File: src/sv/ght_pkg.sv
package ght_pkg;

	localparam int TABLE_DEPTH_DEF = 64;
	localparam int DATA_WIDTH_DEF  = 32;

	localparam int REQ_W   = 2;
	localparam int STAT_W  = 2;
	localparam int UUID_W  = 32;
	localparam int GEN_W   = 32;
	localparam int HIDX_W  = 6;
	localparam int COUNT_W = 7;
	localparam int CFG_W   = 7;

	localparam logic [CFG_W-1:0] MAX_ENTRIES_RST = 7'd64;
	localparam logic [GEN_W-1:0] GEN_RST         = 32'd1;
	localparam logic [GEN_W-1:0] GEN_MAX         = 32'hFFFF_FFFF;

	typedef enum logic [REQ_W-1:0] {
		REQ_CREATE  = 2'd0,
		REQ_GET     = 2'd1,
		REQ_DESTROY = 2'd2
	} req_t;

	typedef enum logic [STAT_W-1:0] {
		ST_OK        = 2'd0,
		ST_MISSING   = 2'd1,
		ST_DESTROYED = 2'd2,
		ST_FULL      = 2'd3
	} status_t;

	typedef enum logic [2:0] {
		RES_FULL,
		RES_IGNORED,
		RES_DESTROYED,
		RES_MISSING,
		RES_CREATED,
		RES_GOT,
		RES_REMOVED
	} res_sel_t;

	typedef struct packed {
		logic     capture;
		logic     create;
		logic     res_we;
		res_sel_t res_sel;
		logic     scan_init;
		logic     rd_idx;
		logic     scan_rd;
		logic     pos_rd;
		logic     shift_init;
		logic     shift;
		logic     retire;
		logic     out_load;
	} cmd_t;

	typedef struct packed {
		logic [REQ_W-1:0] req;
		logic             full;
		logic             gen_zero;
		logic             gen_cur;
		logic             idx_live;
		logic             live_zero;
		logic             scan_more;
		logic             rd_vld;
		logic             match;
		logic             rd_last;
	} sts_t;

endpackage

File: src/sv/ght_ctrl.sv
module ght_ctrl (
	input  logic          clk,
	input  logic          arst_n,
	input  logic          in_valid,
	output logic          in_ready,
	output logic          out_valid,
	input  logic          out_ready,
	input  ght_pkg::sts_t sts,
	output ght_pkg::cmd_t cmd
);

	typedef enum logic [2:0] {
		S_IDLE,
		S_DECIDE,
		S_SEARCH,
		S_FOUND,
		S_SHIFT,
		S_DONE
	} state_t;

	state_t state_q, state_d;
	logic   out_valid_q;

	assign in_ready  = (state_q == S_IDLE);
	assign out_valid = out_valid_q;

	always_comb begin
		cmd     = '0;
		state_d = state_q;
		case (state_q)
			S_IDLE: begin
				if (in_valid) begin
					cmd.capture = 1'b1;
					state_d     = S_DECIDE;
				end
			end
			S_DECIDE: begin
				state_d = S_DONE;
				case (sts.req)
					ght_pkg::REQ_CREATE: begin
						cmd.res_we = 1'b1;
						if (sts.full) begin
							cmd.res_sel = ght_pkg::RES_FULL;
						end else begin
							cmd.create  = 1'b1;
							cmd.res_sel = ght_pkg::RES_CREATED;
						end
					end
					ght_pkg::REQ_GET, ght_pkg::REQ_DESTROY: begin
						if (sts.gen_zero) begin
							cmd.res_we  = 1'b1;
							cmd.res_sel = ght_pkg::RES_DESTROYED;
						end else if (sts.gen_cur) begin
							if (sts.idx_live) begin
								cmd.rd_idx = 1'b1;
								state_d    = S_FOUND;
							end else begin
								cmd.res_we  = 1'b1;
								cmd.res_sel = ght_pkg::RES_MISSING;
							end
						end else if (sts.live_zero) begin
							cmd.res_we  = 1'b1;
							cmd.res_sel = ght_pkg::RES_MISSING;
						end else begin
							cmd.scan_init = 1'b1;
							state_d       = S_SEARCH;
						end
					end
					default: begin
						cmd.res_we  = 1'b1;
						cmd.res_sel = ght_pkg::RES_IGNORED;
					end
				endcase
			end
			S_SEARCH: begin
				if (sts.match) begin
					cmd.pos_rd = 1'b1;
					state_d    = S_FOUND;
				end else if (sts.rd_vld && sts.rd_last) begin
					cmd.res_we  = 1'b1;
					cmd.res_sel = ght_pkg::RES_MISSING;
					state_d     = S_DONE;
				end else if (sts.scan_more) begin
					cmd.scan_rd = 1'b1;
				end
			end
			S_FOUND: begin
				if (sts.req == ght_pkg::REQ_GET) begin
					cmd.res_we  = 1'b1;
					cmd.res_sel = ght_pkg::RES_GOT;
					state_d     = S_DONE;
				end else begin
					cmd.shift_init = 1'b1;
					state_d        = S_SHIFT;
				end
			end
			S_SHIFT: begin
				cmd.shift = 1'b1;
				if (sts.scan_more) begin
					cmd.scan_rd = 1'b1;
				end else if (!sts.rd_vld) begin
					cmd.retire  = 1'b1;
					cmd.res_we  = 1'b1;
					cmd.res_sel = ght_pkg::RES_REMOVED;
					state_d     = S_DONE;
				end
			end
			S_DONE: begin
				if (!out_valid_q || out_ready) begin
					cmd.out_load = 1'b1;
					state_d      = S_IDLE;
				end
			end
			default: begin
				state_d = S_IDLE;
			end
		endcase
	end

	always_ff @(posedge clk or negedge arst_n) begin
		if (!arst_n) begin
			state_q     <= S_IDLE;
			out_valid_q <= 1'b0;
		end else begin
			state_q <= state_d;
			if (cmd.out_load) begin
				out_valid_q <= 1'b1;
			end else if (out_ready) begin
				out_valid_q <= 1'b0;
			end
		end
	end

endmodule

File: src/sv/ght_dp.sv
module ght_dp #(
	parameter int TABLE_DEPTH = ght_pkg::TABLE_DEPTH_DEF,
	parameter int DATA_WIDTH  = ght_pkg::DATA_WIDTH_DEF
) (
	input  logic                          clk,
	input  logic                          arst_n,
	input  ght_pkg::cmd_t                 cmd,
	output ght_pkg::sts_t                 sts,
	input  logic                          cfg_wr_en,
	input  logic [ght_pkg::CFG_W-1:0]     cfg_wr_data,
	input  logic [ght_pkg::REQ_W-1:0]     req_type,
	input  logic [ght_pkg::UUID_W-1:0]    handle_uuid,
	input  logic [ght_pkg::HIDX_W-1:0]    handle_index,
	input  logic [ght_pkg::GEN_W-1:0]     handle_generation,
	input  logic [DATA_WIDTH-1:0]         new_data,
	output logic [ght_pkg::STAT_W-1:0]    status,
	output logic [ght_pkg::UUID_W-1:0]    out_uuid,
	output logic [ght_pkg::HIDX_W-1:0]    out_index,
	output logic [ght_pkg::GEN_W-1:0]     out_generation,
	output logic [DATA_WIDTH-1:0]         out_data,
	output logic [ght_pkg::COUNT_W-1:0]   entry_count
);

	localparam int IDX_W = $clog2(TABLE_DEPTH);
	localparam int CNT_W = $clog2(TABLE_DEPTH + 1);
	localparam int CMP_W = ((CNT_W > ght_pkg::COUNT_W) ? CNT_W : ght_pkg::COUNT_W) + 1;
	localparam int ENT_W = ght_pkg::UUID_W + DATA_WIDTH;

	// slot store: {uuid, data}
	logic [ENT_W-1:0] mem_q [TABLE_DEPTH];

	logic [ght_pkg::CFG_W-1:0]  max_entries_q;
	logic [CNT_W-1:0]           live_q;
	logic [ght_pkg::GEN_W-1:0]  gen_q;
	logic [ght_pkg::UUID_W-1:0] uuid_ctr_q;

	logic [ght_pkg::REQ_W-1:0]  req_q;
	logic [ght_pkg::UUID_W-1:0] huuid_q;
	logic [ght_pkg::HIDX_W-1:0] hidx_q;
	logic [ght_pkg::GEN_W-1:0]  hgen_q;
	logic [DATA_WIDTH-1:0]      ndata_q;

	logic [CNT_W-1:0]           scan_q;
	logic [IDX_W-1:0]           pos_q;
	logic [ENT_W-1:0]           rd_s1;
	logic [IDX_W-1:0]           rd_addr_s1;
	logic                       rd_vld_s1;

	logic [ght_pkg::STAT_W-1:0] res_status_q;
	logic [ght_pkg::UUID_W-1:0] res_uuid_q;
	logic [ght_pkg::HIDX_W-1:0] res_index_q;
	logic [ght_pkg::GEN_W-1:0]  res_gen_q;
	logic [DATA_WIDTH-1:0]      res_data_q;

	logic [ght_pkg::STAT_W-1:0] res_status_d;
	logic [ght_pkg::UUID_W-1:0] res_uuid_d;
	logic [ght_pkg::HIDX_W-1:0] res_index_d;
	logic [ght_pkg::GEN_W-1:0]  res_gen_d;
	logic [DATA_WIDTH-1:0]      res_data_d;

	logic [ght_pkg::STAT_W-1:0] out_status_q;
	logic [ght_pkg::UUID_W-1:0] out_uuid_q;
	logic [ght_pkg::HIDX_W-1:0] out_index_q;
	logic [ght_pkg::GEN_W-1:0]  out_gen_q;
	logic [DATA_WIDTH-1:0]      out_data_q;
	logic [ght_pkg::COUNT_W-1:0] out_count_q;

	logic [CMP_W-1:0]           limit;
	logic [ght_pkg::UUID_W-1:0] uuid_next;
	logic [ght_pkg::GEN_W-1:0]  gen_next;
	logic                       rd_en;
	logic [IDX_W-1:0]           rd_addr;
	logic                       wr_en;
	logic [IDX_W-1:0]           wr_addr;
	logic [ENT_W-1:0]           wr_data;

	assign limit = (CMP_W'(max_entries_q) < CMP_W'(TABLE_DEPTH)) ? CMP_W'(max_entries_q)
	                                                             : CMP_W'(TABLE_DEPTH);
	assign uuid_next = uuid_ctr_q + 1'b1;
	assign gen_next  = (gen_q == ght_pkg::GEN_MAX) ? ght_pkg::GEN_RST : gen_q + 1'b1;

	assign sts.req       = req_q;
	assign sts.full      = (CMP_W'(live_q) + CMP_W'(1)) > limit;
	assign sts.gen_zero  = (hgen_q == '0);
	assign sts.gen_cur   = (hgen_q == gen_q);
	assign sts.idx_live  = CMP_W'(hidx_q) < CMP_W'(live_q);
	assign sts.live_zero = (live_q == '0);
	assign sts.scan_more = (scan_q < live_q);
	assign sts.rd_vld    = rd_vld_s1;
	assign sts.match     = rd_vld_s1 && (rd_s1[ENT_W-1 -: ght_pkg::UUID_W] == huuid_q);
	assign sts.rd_last   = (CMP_W'(rd_addr_s1) + CMP_W'(1)) == CMP_W'(live_q);

	assign rd_en   = cmd.rd_idx || cmd.scan_rd;
	assign rd_addr = cmd.rd_idx ? IDX_W'(hidx_q) : IDX_W'(scan_q);
	assign wr_en   = cmd.create || (cmd.shift && rd_vld_s1);
	assign wr_addr = cmd.create ? IDX_W'(live_q) : rd_addr_s1 - 1'b1;
	assign wr_data = cmd.create ? {uuid_next, ndata_q} : rd_s1;

	always_ff @(posedge clk) begin
		if (wr_en) begin
			mem_q[wr_addr] <= wr_data;
		end
		if (rd_en) begin
			rd_s1      <= mem_q[rd_addr];
			rd_addr_s1 <= rd_addr;
		end
	end

	always_ff @(posedge clk or negedge arst_n) begin
		if (!arst_n) begin
			max_entries_q <= ght_pkg::MAX_ENTRIES_RST;
			live_q        <= '0;
			gen_q         <= ght_pkg::GEN_RST;
			uuid_ctr_q    <= '0;
			rd_vld_s1     <= 1'b0;
		end else begin
			rd_vld_s1 <= rd_en;
			if (cfg_wr_en) begin
				max_entries_q <= cfg_wr_data;
			end
			if (cmd.create) begin
				uuid_ctr_q <= uuid_next;
				live_q     <= live_q + 1'b1;
			end else if (cmd.retire) begin
				live_q <= live_q - 1'b1;
				gen_q  <= gen_next;
			end
		end
	end

	always_comb begin
		res_status_d = ght_pkg::ST_OK;
		res_uuid_d   = huuid_q;
		res_index_d  = hidx_q;
		res_gen_d    = hgen_q;
		res_data_d   = '0;
		case (cmd.res_sel)
			ght_pkg::RES_FULL: begin
				res_status_d = ght_pkg::ST_FULL;
				res_uuid_d   = '0;
				res_index_d  = '0;
				res_gen_d    = '0;
			end
			ght_pkg::RES_DESTROYED: begin
				res_status_d = ght_pkg::ST_DESTROYED;
			end
			ght_pkg::RES_MISSING: begin
				res_status_d = ght_pkg::ST_MISSING;
				if (req_q == ght_pkg::REQ_DESTROY) begin
					res_gen_d = '0;
				end
			end
			ght_pkg::RES_CREATED: begin
				res_uuid_d  = uuid_next;
				res_index_d = ght_pkg::HIDX_W'(live_q);
				res_gen_d   = gen_q;
				res_data_d  = ndata_q;
			end
			ght_pkg::RES_GOT: begin
				res_index_d = ght_pkg::HIDX_W'(pos_q);
				res_gen_d   = gen_q;
				res_data_d  = rd_s1[DATA_WIDTH-1:0];
			end
			ght_pkg::RES_REMOVED: begin
				res_index_d = ght_pkg::HIDX_W'(pos_q);
				res_gen_d   = gen_q;
			end
			default: begin
				res_status_d = ght_pkg::ST_MISSING;
				res_uuid_d   = '0;
				res_index_d  = '0;
				res_gen_d    = '0;
			end
		endcase
	end

	always_ff @(posedge clk) begin
		if (cmd.capture) begin
			req_q   <= req_type;
			huuid_q <= handle_uuid;
			hidx_q  <= handle_index;
			hgen_q  <= handle_generation;
			ndata_q <= new_data;
		end
		if (cmd.scan_init) begin
			scan_q <= '0;
		end else if (cmd.shift_init) begin
			scan_q <= CNT_W'(pos_q) + 1'b1;
		end else if (cmd.scan_rd) begin
			scan_q <= scan_q + 1'b1;
		end
		if (cmd.rd_idx) begin
			pos_q <= IDX_W'(hidx_q);
		end else if (cmd.pos_rd) begin
			pos_q <= rd_addr_s1;
		end
		if (cmd.res_we) begin
			res_status_q <= res_status_d;
			res_uuid_q   <= res_uuid_d;
			res_index_q  <= res_index_d;
			res_gen_q    <= res_gen_d;
			res_data_q   <= res_data_d;
		end
		if (cmd.out_load) begin
			out_status_q <= res_status_q;
			out_uuid_q   <= res_uuid_q;
			out_index_q  <= res_index_q;
			out_gen_q    <= res_gen_q;
			out_data_q   <= res_data_q;
			out_count_q  <= ght_pkg::COUNT_W'(live_q);
		end
	end

	assign status         = out_status_q;
	assign out_uuid       = out_uuid_q;
	assign out_index      = out_index_q;
	assign out_generation = out_gen_q;
	assign out_data       = out_data_q;
	assign entry_count    = out_count_q;

endmodule

File: src/sv/generational_handle_table_core.sv
// channel   | handshake             | payload
// ----------+-----------------------+------------------------------------------------
// request   | in_valid / in_ready   | req_type handle_uuid handle_index
//           |                       | handle_generation new_data
// result    | out_valid / out_ready | status out_uuid out_index out_generation
//           |                       | out_data entry_count
// config    | cfg_wr_en             | cfg_wr_data (max_entries)
//
// One request at a time. Create, unknown type, destroyed handle and a miss at the current
// generation are answered from the captured request; a get or destroy at the current
// generation first reads the indexed slot. A stale handle walks the slots one a cycle until a
// match or the last live slot (no walk on an empty table); destroy then shifts later slots down
// one a cycle. Reset clears counters and resets generation and max_entries, not the slots.
// A result waiting on out_ready holds the next one in the core; in_ready rises with out_valid.
module generational_handle_table_core #(
	parameter int TABLE_DEPTH = ght_pkg::TABLE_DEPTH_DEF,
	parameter int DATA_WIDTH  = ght_pkg::DATA_WIDTH_DEF
) (
	input  logic                          clk,
	input  logic                          arst_n,
	input  logic                          cfg_wr_en,
	input  logic [ght_pkg::CFG_W-1:0]     cfg_wr_data,
	input  logic                          in_valid,
	output logic                          in_ready,
	input  logic [ght_pkg::REQ_W-1:0]     req_type,
	input  logic [ght_pkg::UUID_W-1:0]    handle_uuid,
	input  logic [ght_pkg::HIDX_W-1:0]    handle_index,
	input  logic [ght_pkg::GEN_W-1:0]     handle_generation,
	input  logic [DATA_WIDTH-1:0]         new_data,
	output logic                          out_valid,
	input  logic                          out_ready,
	output logic [ght_pkg::STAT_W-1:0]    status,
	output logic [ght_pkg::UUID_W-1:0]    out_uuid,
	output logic [ght_pkg::HIDX_W-1:0]    out_index,
	output logic [ght_pkg::GEN_W-1:0]     out_generation,
	output logic [DATA_WIDTH-1:0]         out_data,
	output logic [ght_pkg::COUNT_W-1:0]   entry_count
);

	ght_pkg::cmd_t cmd;
	ght_pkg::sts_t sts;

	ght_ctrl u_ctrl (
		.clk       (clk),
		.arst_n    (arst_n),
		.in_valid  (in_valid),
		.in_ready  (in_ready),
		.out_valid (out_valid),
		.out_ready (out_ready),
		.sts       (sts),
		.cmd       (cmd)
	);

	ght_dp #(
		.TABLE_DEPTH (TABLE_DEPTH),
		.DATA_WIDTH  (DATA_WIDTH)
	) u_dp (
		.clk               (clk),
		.arst_n            (arst_n),
		.cmd               (cmd),
		.sts               (sts),
		.cfg_wr_en         (cfg_wr_en),
		.cfg_wr_data       (cfg_wr_data),
		.req_type          (req_type),
		.handle_uuid       (handle_uuid),
		.handle_index      (handle_index),
		.handle_generation (handle_generation),
		.new_data          (new_data),
		.status            (status),
		.out_uuid          (out_uuid),
		.out_index         (out_index),
		.out_generation    (out_generation),
		.out_data          (out_data),
		.entry_count       (entry_count)
	);

endmodule

File: config.mk
export PLATFORM = sky130hd
export DESIGN_NAME = generational_handle_table_core
export DESIGN_NICKNAME = d
export VERILOG_FILES = /design/src/sv/ght_pkg.sv /design/src/sv/ght_ctrl.sv /design/src/sv/ght_dp.sv /design/src/sv/generational_handle_table_core.sv
export SDC_FILE = /design/constraint.sdc
export NUM_CORES = 2
export LEC_CHECK = 0
export BUFFER_PORTS_ARGS = -buffer_cell sky130_fd_sc_hd__buf_2
export CORE_MARGIN = 5
export CORE_UTILIZATION = 30
export DETAILED_ROUTE_END_ITERATION = 10
export GPL_ROUTABILITY_DRIVEN = 1
export PLACE_DENSITY = 0.46
export SLEW_MARGIN = 20
export SYNTH_ARGS = -nofsm -noshare
export SYNTH_HDL_FRONTEND = slang
export SYNTH_SLANG_ARGS = --single-unit
File: constraint.sdc
create_clock -name clk -period 8.2 [get_ports clk]
set_input_delay 1.23 -clock clk [delete_from_list [all_inputs] [get_ports clk]]
set_output_delay 1.23 -clock clk [all_outputs]
set_load 0.01 [all_outputs]
==> metrics <==
Yosys top cell by area=edfxtp_1; Top Registers=u_dp.mem_q (4096), u_dp.rd_s1 (64); worst vdd ir=0.000393 V; area grow syn2layout=15.3%; PD cells=359 mW/mm^2; core box area=0.598 mm^2; Net Sw Power=27.0 mW; most frequent cells in the layout=edfxtp_1, nand2_1, nand3_1, clkbuf_16, mux2i_1; layout cells sized above 1=0.103; Post-synth EDFFs=4491; Post-Route WL=638000 um; syn nets=13200; Post-Syn Area per Cell=13.8 um^2; sequential cell area=0.137 mm^2; Synth Register Bits=4581; top post-synthesis cells by area=edfxtp_1, nand2_1, nand3_1; Longest Clk Path Bufs=4; Die Y=785 um; Die Wd=785 um; all-layer global routing usage=0.200; largest net degree at the start of global routing=166; max FFs per register=4096; final net count=13500; Rel. slew slack=0.227; final instance area=0.208 mm^2; first-pass GRT wire length=879000 um; Unique masters post-synth=67; R2R Path Start=u_dp.live_q[5]$_DFFE_PN0P_; Final Cycle Share=0.798; crit path from=u_dp.live_q[5]$_DFFE_PN0P_; post-route ant nets=0; Multi-input gate area=0.0401 mm^2; Post-CTS Hold Buffers=0; number of CTS-inserted buffers=473; setup violators final=0; sw frac=0.362; Gate power share=0.294; Clock power frac=0.285; I/O Pins=229; sequential cell area fraction in the yosys report=0.761; startpoint types=flip-flop; Max H-tree Level=5; Die ar.=0.616 mm^2; Critical Path Sink Type=flip-flop; Post-synth top flop=edfxtp_1; status=completed; initial antenna violation count=43; WL/cell=29.3 um; TNS Setup=0 ns; Async SR Flop Fraction=0.0181; final core occ=0.347; crit path DAT=7.40 ns; 1st-iter DRT viols=13400; area post-placement=0.193 mm^2; final clock skew=0.0979 ns; Sink Count=4581; worst path required time=9.06 ns; mapped cell area=0.180 mm^2; Clk Latency, worst-skew pair=1.08 ns; fin. max-slew vios=0; DRC errors left=0; # resized after CTS=0; area fraction of the dominant cell type after synthesis=0.748; row cnt=284; Sequential Power Share=0.422; Detail Placement HPWL=348000 um; clock slew at reported path FFs=0.06 ns; clock root buffer=clkbuf_16; Initial Utilization=0.301; Via density=5.17; Syn Inst Count=13100; measured slew at the worst slew-check pin=1.16 ns; GRT overflow=0; endpoints failing hold=0; vias in the first global route=106000; Top reg by flops=u_dp.mem_q; First-pass DRT Iterations=6; most common cell after layout, fill and taps aside=edfxtp_1; RSZ-0062 raised after global routing=false; Final min period=6.54 ns; Routability Congestion=0.797; static leakage=69.4 nW; Int Pwr=47.6 mW; CP Max Fanout=116; PortBufs=228; Synthesis Warnings=0; worst hold path type=in -> async; Post-CTS Setup Inserts=0; vias=112000; CTS tree=yes; Max-cap violations=0; Fillers=58200; critical path class=reg -> reg; Max Fclk=0.153 GHz
-- stage by stage --
step / hold WS [ns] / std cells / power [mW] / worst slack (ns)
finish: 0.185 / 21800 / 74.6 / 1.66
global placement: 0.402 / 20900 / 53.8 / 1.84
global route: 0.198 / 21800 / 77.5 / 1.32
CTS: 0.119 / 21800 / 75.1 / 1.78
detailed placement: 0.405 / 20900 / 53.8 / 1.84
floorplan: 0.400 / 13100 / 44.0 / 0.686
-- cells by family (layout without fill, tap and decap cells) --
family	after synthesis	after routing	synth area share
AO/OA/AOI/OAI	1190	1190	0.0439
XOR/XNOR	172	172	0.00836
adder cells (fa/ha/maj)	35	35	0.00247
buffers and inverters	847	1518	0.0215
flip-flops	4581	4581	0.761
multiplexers	466	466	0.0260
other	0	9	0
AND/OR/NAND/NOR	5795	5795	0.137
-- power by group through the flow --
stage | Clock (mW) | Sequential [mW] | Combinational [mW]
3_3_place_gp | 0 | 32.0 | 21.9
4_1_cts | 21.6 | 31.5 | 21.9
2_1_floorplan | 0 | 31.8 | 12.2
3_5_place_dp | 0 | 32.0 | 21.9
5_1_grt | 22.6 | 31.5 | 23.4
6_report | 21.3 | 31.5 | 21.9
-- worst max-delay path, cell delays in order, from the launching register on --
cell,delay (ns)
dfrtp_1,0.55
clkinv_1,0.39
ha_1,0.40
nand2b_1,0.09
nor2_1,0.07
a211oi_1,0.43
nor4b_4,0.70
mux2i_4,0.78
buf_4,0.32
buf_12,0.40
buf_4,0.62
nand2_1,0.13
nand3_1,0.10
o2111ai_1,0.20
a32oi_1,0.64
and3_1,0.24
-- Yosys cell counts, types with 5 or more instances --
library cell and count:
inv_1 30, a22o_1 89, clkbuf_1 409, mux2_2 13
dfxtp_1 7, buf_2 290, and2_1 5, nor2b_1 8
nor3b_1 6, o221ai_1 127, xor2_1 79, nor4_1 24
a32oi_1 64, mux2i_1 453, nor3_1 140, o211ai_1 73
or3_1 8, nand4_1 91, nor2_1 139, a31oi_1 199
ha_1 34, buf_6 12, nand2b_1 13, and3_1 90
a21o_1 8, o21a_1 6, buf_4 66, nand2_1 3602
buf_1 35, a211oi_1 7, a21oi_1 413, edfxtp_1 4491
o2111ai_1 65, dfrtp_1 81, nand3_1 1650, o2bb2ai_1 10
xnor2_1 93, o21ai_0 102
-- layer usage --
metal  up-vias  part of all wire  track usage
met5         -          0.000075            0
met4         8             0.027       0.0492
met2      4191              0.46        0.318
li1      48900                 -            -
met1     58600              0.44        0.288
met3       728             0.069       0.0286
-- worst paths after layout --
path	depth (start not counted)	to	slack [ns]
worst min register to register	0	u_dp.out_data[1]$_DFFE_PP_	0.38
worst min-delay path	1	u_dp.gen_q[21]$_DFFE_PN0P_	0.18
min in group clk	1	u_dp.huuid_q[11]$_DFFE_PP_	0.33
worst max register to register	15	u_dp.rd_s1[14]$_DFFE_PP_	1.66
worst max-delay path	15	u_dp.rd_s1[14]$_DFFE_PP_	1.66
max in group asynchronous	2	u_dp.uuid_ctr_q[28]$_DFFE_PN0P_	6.71
-- layout make-up --
class	count	share of cell area
Inverter	35	0.000831
Sequential cell	4581	0.660
Antenna cell	9	0.000108
Tap cell	8008	0.0482
Clock inverter	262	0.0114
Multi-Input combinational cell	7658	0.193
Clock buffer	605	0.0607
Timing Repair Buffer	616	0.0256
Note: power is estimated with default switching activity, not from simulation.
